[config.mk]
export PLATFORM = sky130hd
export DESIGN_NAME = population_std_deviation_top
export DESIGN_NICKNAME = d
export VERILOG_FILES = /design/src/rtl/core/psd_pkg.sv /design/src/rtl/core/population_std_deviation_top.sv /design/src/rtl/core/psd_front.sv /design/src/rtl/core/psd_back.sv
export VERILOG_INCLUDE_DIRS = /design/src /design/src/rtl/core
export SDC_FILE = /design/constraint.sdc
export NUM_CORES = 2
export LEC_CHECK = 0
export ABC_CLOCK_PERIOD_IN_PS = 12600
export BUFFER_PORTS_ARGS = -buffer_cell sky130_fd_sc_hd__buf_4
export CORE_MARGIN = 4
export CORE_UTILIZATION = 59
export DETAILED_ROUTE_END_ITERATION = 8
export PLACE_DENSITY = 0.78
export SYNTH_ARGS = -nofsm -noshare
export SYNTH_HDL_FRONTEND = slang
export SYNTH_SLANG_ARGS = --single-unit
[constraint.sdc]
create_clock -name i_clk -period 12.6 [get_ports i_clk]
set_input_delay 3.15 -clock i_clk [delete_from_list [all_inputs] [get_ports i_clk]]
set_output_delay 3.15 -clock i_clk [all_outputs]
set_load 0.01 [all_outputs]
[src/rtl/core/population_std_deviation_top_macros.svh]
// assertion macros shared by the population standard deviation block
`ifndef POPULATION_STD_DEVIATION_TOP_MACROS_SVH
`define POPULATION_STD_DEVIATION_TOP_MACROS_SVH

// same-cycle implication, checked outside reset
`define PSD_ASSERT_IMP(name, clk, rst_n, ante, cons) \
    name: assert property (@(posedge clk) disable iff (!rst_n) (ante) |-> (cons)) \
        else $error("psd assertion failed");

// next-cycle implication, checked outside reset
`define PSD_ASSERT_NXT(name, clk, rst_n, ante, cons) \
    name: assert property (@(posedge clk) disable iff (!rst_n) (ante) |=> (cons)) \
        else $error("psd assertion failed");

`endif

[src/rtl/core/psd_pkg.sv]
// types and constants of the population standard deviation block
package psd_pkg;

    localparam int STD_W       = 24;
    localparam int CNT_OUT_W   = 11;
    localparam int FUNC_W      = 2;
    localparam int QUEUE_DEPTH = 4;
    localparam int QPTR_W      = 2;

    localparam logic [FUNC_W-1:0] FUNC_ADD     = 2'd0;
    localparam logic [FUNC_W-1:0] FUNC_ADD_FIN = 2'd1;
    localparam logic [FUNC_W-1:0] FUNC_FIN     = 2'd2;

    typedef enum logic [1:0] {
        K_ADD,
        K_ADD_FIN,
        K_FIN
    } t_kind;

    typedef struct packed {
        logic  valid;
        t_kind kind;
    } t_cmd_ctl;

    typedef enum logic [2:0] {
        S_IDLE,
        S_MUL_N,
        S_MUL_S,
        S_SQRT,
        S_DIV,
        S_DONE
    } t_state;

endpackage

[src/rtl/core/population_std_deviation_top.sv]
// top level of the population standard deviation block
// population standard deviation of a stream of signed fixed-point samples. each
// input word carries a func code (add sample, add sample then finish, finish
// only; code 3 is dropped) and a sample. the block keeps a count, a sum and a
// sum of squares and on a finish returns floor(isqrt(N*sumsq - sum*sum) / N) in
// the sample format, the sample count, an empty-set flag (std_dev is then 0) and
// an overflow flag for samples dropped once MAX_SAMPLES were taken. every finish
// clears the accumulators. rate: sample words are accumulated one per cycle
// while the back end is idle. a finish holds the back end through the
// bit-serial multiply (N times the sum of squares, minus the squared sum), root
// and divide steps; an empty set skips them. a four-word command queue takes up
// to four more words while the back end is busy, after which full stays high
// until the back end frees a slot. a result register holds the finished word
// until it is popped; a finish that completes while that register is still
// occupied holds the back end until the pop.
module population_std_deviation_top #(
    parameter int MAX_SAMPLES  = 1024,
    parameter int SAMPLE_WIDTH = 24
) (
    input  logic                                  i_clk,
    input  logic                                  i_rst_n,
    // input queue side
    input  logic                                  push,
    output logic                                  full,
    input  logic [psd_pkg::FUNC_W-1:0]            i_func,
    input  logic signed [SAMPLE_WIDTH-1:0]        i_sample,
    // result queue side
    output logic                                  empty,
    input  logic                                  pop,
    output logic [psd_pkg::STD_W-1:0]             o_std_dev,
    output logic [psd_pkg::CNT_OUT_W-1:0]         o_sample_count,
    output logic                                  o_empty_set,
    output logic                                  o_overflowed
);

    // width of one squared sample
    localparam int SQ_W = 2 * SAMPLE_WIDTH - 1;

    // command word from front to back
    psd_pkg::t_cmd_ctl               cmd;
    logic signed [SAMPLE_WIDTH-1:0]  cmd_sample;
    logic [SQ_W-1:0]                 cmd_square;
    logic                            cmd_take;

    // front: classify func code, square the sample, queue the command
    psd_front #(
        .SAMPLE_WIDTH (SAMPLE_WIDTH)
    ) u_front (
        .i_clk    (i_clk),
        .i_rst_n  (i_rst_n),
        .i_push   (push),
        .i_func   (i_func),
        .i_sample (i_sample),
        .o_full   (full),
        .o_cmd    (cmd),
        .o_sample (cmd_sample),
        .o_square (cmd_square),
        .i_take   (cmd_take)
    );

    // back: accumulate, and on finish run multiply, root and divide
    psd_back #(
        .MAX_SAMPLES  (MAX_SAMPLES),
        .SAMPLE_WIDTH (SAMPLE_WIDTH)
    ) u_back (
        .i_clk          (i_clk),
        .i_rst_n        (i_rst_n),
        .i_cmd          (cmd),
        .i_sample       (cmd_sample),
        .i_square       (cmd_square),
        .o_take         (cmd_take),
        .i_pop          (pop),
        .o_empty        (empty),
        .o_std_dev      (o_std_dev),
        .o_sample_count (o_sample_count),
        .o_empty_set    (o_empty_set),
        .o_overflowed   (o_overflowed)
    );

endmodule

[src/rtl/core/psd_front.sv]
// front end: accepts words, classifies them, squares the sample, queues commands
module psd_front #(
    parameter int SAMPLE_WIDTH = 24
) (
    input  logic                                  i_clk,
    input  logic                                  i_rst_n,
    input  logic                                  i_push,
    input  logic [psd_pkg::FUNC_W-1:0]            i_func,
    input  logic signed [SAMPLE_WIDTH-1:0]        i_sample,
    output logic                                  o_full,
    output psd_pkg::t_cmd_ctl                     o_cmd,
    output logic signed [SAMPLE_WIDTH-1:0]        o_sample,
    output logic [2*SAMPLE_WIDTH-2:0]             o_square,
    input  logic                                  i_take
);

    localparam int SQ_W = 2 * SAMPLE_WIDTH - 1;

    psd_pkg::t_kind                   r_q_kind   [psd_pkg::QUEUE_DEPTH];
    logic signed [SAMPLE_WIDTH-1:0]   r_q_sample [psd_pkg::QUEUE_DEPTH];
    logic [SQ_W-1:0]                  r_q_square [psd_pkg::QUEUE_DEPTH];
    logic [psd_pkg::QPTR_W-1:0]       r_wr_ptr, n_wr_ptr;
    logic [psd_pkg::QPTR_W-1:0]       r_rd_ptr, n_rd_ptr;
    logic [psd_pkg::QPTR_W:0]         r_fill, n_fill;

    psd_pkg::t_kind                   kind;
    logic                             func_ok;
    logic                             wr_en;
    logic                             rd_en;
    logic [SAMPLE_WIDTH-1:0]          mag;
    logic [2*SAMPLE_WIDTH-1:0]        sq_full;

    // func code to command kind, undefined code is dropped
    always_comb begin
        func_ok = 1'b1;
        kind    = psd_pkg::K_ADD;
        case (i_func)
            psd_pkg::FUNC_ADD:     kind = psd_pkg::K_ADD;
            psd_pkg::FUNC_ADD_FIN: kind = psd_pkg::K_ADD_FIN;
            psd_pkg::FUNC_FIN:     kind = psd_pkg::K_FIN;
            default:               func_ok = 1'b0;
        endcase
    end

    assign mag     = i_sample[SAMPLE_WIDTH-1] ? SAMPLE_WIDTH'(-i_sample)
                                              : SAMPLE_WIDTH'(i_sample);
    assign sq_full = (2*SAMPLE_WIDTH)'(mag) * (2*SAMPLE_WIDTH)'(mag);

    assign o_full = (r_fill == (psd_pkg::QPTR_W+1)'(psd_pkg::QUEUE_DEPTH));
    assign wr_en  = i_push && !o_full && func_ok;
    assign rd_en  = i_take && (r_fill != '0);

    assign n_wr_ptr = wr_en ? r_wr_ptr + 1'b1 : r_wr_ptr;
    assign n_rd_ptr = rd_en ? r_rd_ptr + 1'b1 : r_rd_ptr;
    assign n_fill   = r_fill + (psd_pkg::QPTR_W+1)'(wr_en) - (psd_pkg::QPTR_W+1)'(rd_en);

    assign o_cmd.valid = (r_fill != '0);
    assign o_cmd.kind  = r_q_kind[r_rd_ptr];
    assign o_sample    = r_q_sample[r_rd_ptr];
    assign o_square    = r_q_square[r_rd_ptr];

    always_ff @(posedge i_clk) begin
        if (!i_rst_n) begin
            r_wr_ptr <= '0;
            r_rd_ptr <= '0;
            r_fill   <= '0;
        end else begin
            r_wr_ptr <= n_wr_ptr;
            r_rd_ptr <= n_rd_ptr;
            r_fill   <= n_fill;
        end
    end

    always_ff @(posedge i_clk) begin
        if (wr_en) begin
            r_q_kind[r_wr_ptr]   <= kind;
            r_q_sample[r_wr_ptr] <= i_sample;
            r_q_square[r_wr_ptr] <= sq_full[SQ_W-1:0];
        end
    end

endmodule

[src/rtl/core/psd_back.sv]
// back end: accumulators, finish sequencer (multiply, root, divide), result register
`include "population_std_deviation_top_macros.svh"

module psd_back #(
    parameter int MAX_SAMPLES  = 1024,
    parameter int SAMPLE_WIDTH = 24
) (
    input  logic                                  i_clk,
    input  logic                                  i_rst_n,
    input  psd_pkg::t_cmd_ctl                     i_cmd,
    input  logic signed [SAMPLE_WIDTH-1:0]        i_sample,
    input  logic [2*SAMPLE_WIDTH-2:0]             i_square,
    output logic                                  o_take,
    input  logic                                  i_pop,
    output logic                                  o_empty,
    output logic [psd_pkg::STD_W-1:0]             o_std_dev,
    output logic [psd_pkg::CNT_OUT_W-1:0]         o_sample_count,
    output logic                                  o_empty_set,
    output logic                                  o_overflowed
);

    localparam int CW     = $clog2(MAX_SAMPLES + 1);
    localparam int SUM_W  = SAMPLE_WIDTH + CW;
    localparam int SSQ_W  = 2 * SAMPLE_WIDTH - 2 + CW;
    localparam int D_W    = SSQ_W + CW;
    localparam int R_W    = (D_W + 1) / 2;
    localparam int ACC_W  = 2 * R_W;
    localparam int REM_W  = R_W + 2;
    localparam int STEP_W = $clog2(SUM_W + 1);
    localparam int Q_W    = (R_W > psd_pkg::STD_W) ? R_W : psd_pkg::STD_W;

    psd_pkg::t_state             r_state, n_state;
    logic signed [SUM_W-1:0]     r_sum, n_sum;
    logic [SSQ_W-1:0]            r_ssq, n_ssq;
    logic [CW-1:0]               r_count, n_count;
    logic                        r_drop, n_drop;
    logic [STEP_W-1:0]           r_step, n_step;
    logic                        r_out_vld, n_out_vld;

    logic [CW-1:0]               r_n, n_n;
    logic [SUM_W-1:0]            r_abs, n_abs;
    logic [ACC_W-1:0]            r_acc, n_acc;
    logic [ACC_W-1:0]            r_mcand, n_mcand;
    logic [SUM_W-1:0]            r_mplier, n_mplier;
    logic [REM_W-1:0]            r_rem, n_rem;
    logic [R_W-1:0]              r_root, n_root;
    logic [CW-1:0]               r_drem, n_drem;
    logic                        r_res_drop, n_res_drop;
    logic [CW-1:0]               r_res_count, n_res_count;
    logic [psd_pkg::STD_W-1:0]   r_out_std, n_out_std;
    logic [psd_pkg::CNT_OUT_W-1:0] r_out_count, n_out_count;
    logic                        r_out_empty, n_out_empty;
    logic                        r_out_drop, n_out_drop;

    logic                        has_room;
    logic                        do_add;
    logic                        add_ok;
    logic                        is_fin;
    logic signed [SUM_W-1:0]     u_sum;
    logic [SSQ_W-1:0]            u_ssq;
    logic [CW-1:0]               u_count;
    logic                        u_drop;
    logic [REM_W-1:0]            rem_sh;
    logic [REM_W-1:0]            trial;
    logic                        sq_ge;
    logic [CW:0]                 d_sh;
    logic                        dv_ge;
    logic [Q_W-1:0]              q_ext;
    logic                        sat;
    logic [psd_pkg::STD_W-1:0]   std_val;

    assign o_take   = (r_state == psd_pkg::S_IDLE) && i_cmd.valid;
    assign has_room = (r_count < CW'(MAX_SAMPLES));
    assign do_add   = o_take && (i_cmd.kind != psd_pkg::K_FIN);
    assign add_ok   = do_add && has_room;
    assign is_fin   = o_take && (i_cmd.kind != psd_pkg::K_ADD);

    // accumulator values including the sample of this word
    assign u_sum   = add_ok ? r_sum + SUM_W'(i_sample) : r_sum;
    assign u_ssq   = add_ok ? r_ssq + SSQ_W'(i_square) : r_ssq;
    assign u_count = add_ok ? r_count + 1'b1 : r_count;
    assign u_drop  = r_drop || (do_add && !has_room);

    // root step: bring down two radicand bits
    assign rem_sh = {r_rem[REM_W-3:0], r_acc[ACC_W-1 -: 2]};
    assign trial  = {r_root, 2'b01};
    assign sq_ge  = (rem_sh >= trial);

    // divide step: bring down one root bit
    assign d_sh  = {r_drem, r_root[R_W-1]};
    assign dv_ge = (d_sh >= {1'b0, r_n});

    assign q_ext   = Q_W'(r_root);
    assign sat     = |(q_ext >> psd_pkg::STD_W);
    assign std_val = sat ? '1 : q_ext[psd_pkg::STD_W-1:0];

    always_comb begin
        n_state     = r_state;
        n_sum       = r_sum;
        n_ssq       = r_ssq;
        n_count     = r_count;
        n_drop      = r_drop;
        n_step      = r_step;
        n_n         = r_n;
        n_abs       = r_abs;
        n_acc       = r_acc;
        n_mcand     = r_mcand;
        n_mplier    = r_mplier;
        n_rem       = r_rem;
        n_root      = r_root;
        n_drem      = r_drem;
        n_res_drop  = r_res_drop;
        n_res_count = r_res_count;
        n_out_vld   = r_out_vld && !i_pop;
        n_out_std   = r_out_std;
        n_out_count = r_out_count;
        n_out_empty = r_out_empty;
        n_out_drop  = r_out_drop;
        case (r_state)
            psd_pkg::S_IDLE: begin
                if (o_take) begin
                    n_sum   = u_sum;
                    n_ssq   = u_ssq;
                    n_count = u_count;
                    n_drop  = u_drop;
                    if (is_fin) begin
                        n_sum       = '0;
                        n_ssq       = '0;
                        n_count     = '0;
                        n_drop      = 1'b0;
                        n_n         = u_count;
                        n_abs       = u_sum[SUM_W-1] ? $unsigned(-u_sum) : $unsigned(u_sum);
                        n_acc       = '0;
                        n_mcand     = ACC_W'(u_ssq);
                        n_mplier    = SUM_W'(u_count);
                        n_step      = '0;
                        n_root      = '0;
                        n_res_drop  = u_drop;
                        n_res_count = u_count;
                        if (u_count == '0) begin
                            n_state = psd_pkg::S_DONE;
                        end else begin
                            n_state = psd_pkg::S_MUL_N;
                        end
                    end
                end
            end
            psd_pkg::S_MUL_N: begin
                if (r_mplier[0]) begin
                    n_acc = r_acc + r_mcand;
                end
                n_mcand  = r_mcand << 1;
                n_mplier = r_mplier >> 1;
                n_step   = r_step + 1'b1;
                if (r_step == STEP_W'(CW - 1)) begin
                    n_mcand  = ACC_W'(r_abs);
                    n_mplier = r_abs;
                    n_step   = '0;
                    n_state  = psd_pkg::S_MUL_S;
                end
            end
            psd_pkg::S_MUL_S: begin
                if (r_mplier[0]) begin
                    n_acc = r_acc - r_mcand;
                end
                n_mcand  = r_mcand << 1;
                n_mplier = r_mplier >> 1;
                n_step   = r_step + 1'b1;
                if (r_step == STEP_W'(SUM_W - 1)) begin
                    n_rem   = '0;
                    n_root  = '0;
                    n_step  = '0;
                    n_state = psd_pkg::S_SQRT;
                end
            end
            psd_pkg::S_SQRT: begin
                n_rem  = sq_ge ? rem_sh - trial : rem_sh;
                n_root = {r_root[R_W-2:0], sq_ge};
                n_acc  = r_acc << 2;
                n_step = r_step + 1'b1;
                if (r_step == STEP_W'(R_W - 1)) begin
                    n_drem  = '0;
                    n_step  = '0;
                    n_state = psd_pkg::S_DIV;
                end
            end
            psd_pkg::S_DIV: begin
                n_drem = dv_ge ? CW'(d_sh - {1'b0, r_n}) : d_sh[CW-1:0];
                n_root = {r_root[R_W-2:0], dv_ge};
                n_step = r_step + 1'b1;
                if (r_step == STEP_W'(R_W - 1)) begin
                    n_state = psd_pkg::S_DONE;
                end
            end
            psd_pkg::S_DONE: begin
                if (!r_out_vld || i_pop) begin
                    n_out_vld   = 1'b1;
                    n_out_std   = std_val;
                    n_out_count = psd_pkg::CNT_OUT_W'(r_res_count);
                    n_out_empty = (r_res_count == '0);
                    n_out_drop  = r_res_drop;
                    n_state     = psd_pkg::S_IDLE;
                end
            end
            default: n_state = psd_pkg::S_IDLE;
        endcase
    end

    always_ff @(posedge i_clk) begin
        if (!i_rst_n) begin
            r_state   <= psd_pkg::S_IDLE;
            r_sum     <= '0;
            r_ssq     <= '0;
            r_count   <= '0;
            r_drop    <= 1'b0;
            r_step    <= '0;
            r_out_vld <= 1'b0;
        end else begin
            r_state   <= n_state;
            r_sum     <= n_sum;
            r_ssq     <= n_ssq;
            r_count   <= n_count;
            r_drop    <= n_drop;
            r_step    <= n_step;
            r_out_vld <= n_out_vld;
        end
    end

    always_ff @(posedge i_clk) begin
        r_n         <= n_n;
        r_abs       <= n_abs;
        r_acc       <= n_acc;
        r_mcand     <= n_mcand;
        r_mplier    <= n_mplier;
        r_rem       <= n_rem;
        r_root      <= n_root;
        r_drem      <= n_drem;
        r_res_drop  <= n_res_drop;
        r_res_count <= n_res_count;
        r_out_std   <= n_out_std;
        r_out_count <= n_out_count;
        r_out_empty <= n_out_empty;
        r_out_drop  <= n_out_drop;
    end

    assign o_empty        = !r_out_vld;
    assign o_std_dev      = r_out_std;
    assign o_sample_count = r_out_count;
    assign o_empty_set    = r_out_empty;
    assign o_overflowed   = r_out_drop;

    `PSD_ASSERT_IMP(a_empty_gives_zero, i_clk, i_rst_n, r_out_vld && r_out_empty, r_out_std == '0)
    `PSD_ASSERT_NXT(a_done_holds, i_clk, i_rst_n, (r_state == psd_pkg::S_DONE) && r_out_vld && !i_pop, r_state == psd_pkg::S_DONE)
    `PSD_ASSERT_NXT(a_finish_clears, i_clk, i_rst_n, is_fin, (r_count == '0) && !r_drop && (r_sum == '0) && (r_ssq == '0))
    `PSD_ASSERT_IMP(a_count_bound, i_clk, i_rst_n, r_state != psd_pkg::S_IDLE, r_res_count <= CW'(MAX_SAMPLES))

endmodule

==> results.yml <==
outcome:
  status: "complete, no violations"
route:
  route.detailed.drc: 0
  postRouteAntennaNets: 0
  vias: 44367
  vias_per_cell: 6.16
  wire_per_inst_um: 21.2
  dr.pass1.iters: 8
  drtIter0Drc: 4405
  wirelength_mm: 153
setup_path:
  cp_slowest_cell: "o41ai_1"
  arrival_ns: 12.46
  cp-start-kind: "input port"
  critPathCaptureType: "flip-flop"
  rrSetupSlack_ns: 6.44
  critPathTopFamily: "adder cells"
  critPathBufInv: 6
  crit_path_frequent_cell: "fa_1"
  path_max_fanout: 7
  reg2reg_depth: 14
  crit_cells: 28
  worstPathRequired_ns: 13.05
  critPathKind: "input port to flip-flop"
  cpPeakStageDelay_ns: 0.57
synth:
  synthDominantCellAreaShare: 0.317
  synth.most_common_cell: "inv_1"
  synthesis.area_mm2: 0.0586
  ys_top_cells_by_count: "inv_1 (728), edfxtp_1 (618), nor2_1 (532)"
  synth_edf_count: 618
  synth_top_area_cell: "edfxtp_1"
  syn_area_per_cell_um2: 10.1
  syn_inst: 5812
  synthArstFlopShare: 0
  yosysSeqAreaShare: 0.359
  ys.flop_type: "edfxtp_1"
  ys_types: 88
  synth_area_leaders: "edfxtp_1 (32%), fa_1 (15%), ha_1 (8.0%), inv_1 (4.7%), dfxtp_1 (4.2%)"
  synth_warnings: 0
  synth-seq-cells: 741
sta:
  finalClockSkew_ns: 0.0322
  setup_viol: 0
  fin_crit_sh: 0.953
  slew_violations: 0
  rsz0062_at_grt: "false"
  fmax_mhz: 83.3
  hold_viol_final: 0
  fin_crit_ns: 12.01
  worst_slew_pin_slew_ns: 1.27
  maxSlewHeadroom: 0.151
floorplan:
  die_w_um: 323
  die_area_mm2: 0.104
  num_rows: 115
  start_util: 0.596
  design.core.area_mm2: 0.0984
  io_pins: 69
  die_height_um: 323
global_route:
  grt_pass1_vias: 44001
  grt_max_degree: 83
  antenna_found_initial: 1
  grt_pass1_wl_mm: 241
  overflow: 0
  grt_usage: 0.292
cells_and_area:
  layout.nets: 6693
  area_growth_pct: 8.42
  antennaDiodeCount: 0
  drive_gt1_frac: 0.0752
  fin_cells: 7208
placement:
  dp_hpwl_mm: 114
  dp.cells: 7058
  io_buffer_count: 68
  gp_congestion: 0.997
clocking:
  clkTransAtPathRegs_ns: 0.06
  cts-htree-levels: 3
  cts_root_buf: "clkbuf_16"
  cts.sinks: 741
  cts_buffers: 82
  holdBufCountCts: 0
  cts-resized-gates: 0
  cts_buffer_depth: 3
  clk_latency_ns: 0.67
  cts_tree: "done"
  post_cts_buffers: 0
flow_run:
  maxCapViolCount: 0
worst_hold_path:
  hp-class: "flip-flop to flip-flop"
  min_path_cells: 0
## per-layer routing
metal | vias to the layer above | routed length, um | global-route usage
li1 | 20392 | - | -
met1 | 21756 | 62200 | 0.387
met2 | 1845 | 72300 | 0.484
met3 | 372 | 10300 | 0.0384
met4 | 2 | 7780 | 0.131
met5 | - | 13 | 0
## layout make-up
cell class              instances  area [um^2]
flip-flops and latches        741        21000
repair buffers                190         1440
fillers                      7696        34900
clock buffers                  99         2140
multi-input cells            4106        34100
inverters                     734         2760
clock inverters                51          503
well taps                    1287         1610
## kinds of logic after synthesis
logic type,Yosys count,synth area share
mux,135,0.0383
fa+ha+maj,808,0.228
buf+inv,982,0.0634
compound gates,1265,0.140
other cells,2,0.000128
flops,741,0.359
simple gates,1534,0.120
xor+xnor,345,0.0518
## worst paths after layout
kind,startpoint,to
max reg2reg,flip-flop,u_back.r_mcand[47]
min,u_back.r_res_drop,u_back.o_overflowed
max,i_sample[2],u_front.r_q_square[1][45]
min reg2reg,u_back.r_res_drop,u_back.o_overflowed
## layout by cell type, fill, tap and decap left out, types with 80 or more instances in the layout
cell / n
nand2_1: 475
buf_4: 189
fa_1: 434
clkbuf_16: 82
edfxtp_1: 618
ha_1: 374
xnor2_1: 204
xor2_1: 139
o21ai_0: 281
a21o_1: 134
nor2_1: 526
inv_1: 727
a21oi_1: 335
nand4_1: 84
nor3_1: 80
dfxtp_1: 121
## state kept, by name, summed over array words and instances (netlist names), 11 cells and up, named ones only
name                   cells
u_back.r_drem             11
u_back.r_count            11
u_back.q_ext              34
u_front.r_q_square       182
u_back.o_std_dev          24
u_back.r_acc              68
u_back.r_mcand            68
u_front.r_q_sample        94
u_back.r_sum              35
u_back.o_sample_count     11
u_back.r_abs              35
u_back.r_n                11
u_back.r_mplier           35
u_back.r_ssq              57
u_back.r_rem              34
## stage by stage
step                       util  area [um^2]  hold slack, ns  setup slack (ns)  TNS (ns)
final                     0.646        63500           0.421             0.590         0
after global routing      0.646        63500           0.442             0.114         0
after CTS                 0.646        63500           0.423             0.611         0
after detailed placement  0.619        60900           0.408           -0.0137   -0.0547
after global placement    0.619        60900           0.413             0.215         0
after floorplan               -        58700           0.400             0.336         0
Power is not shown: default switching activity piles up to over one toggle a cycle in this logic, so the estimate is an artifact.
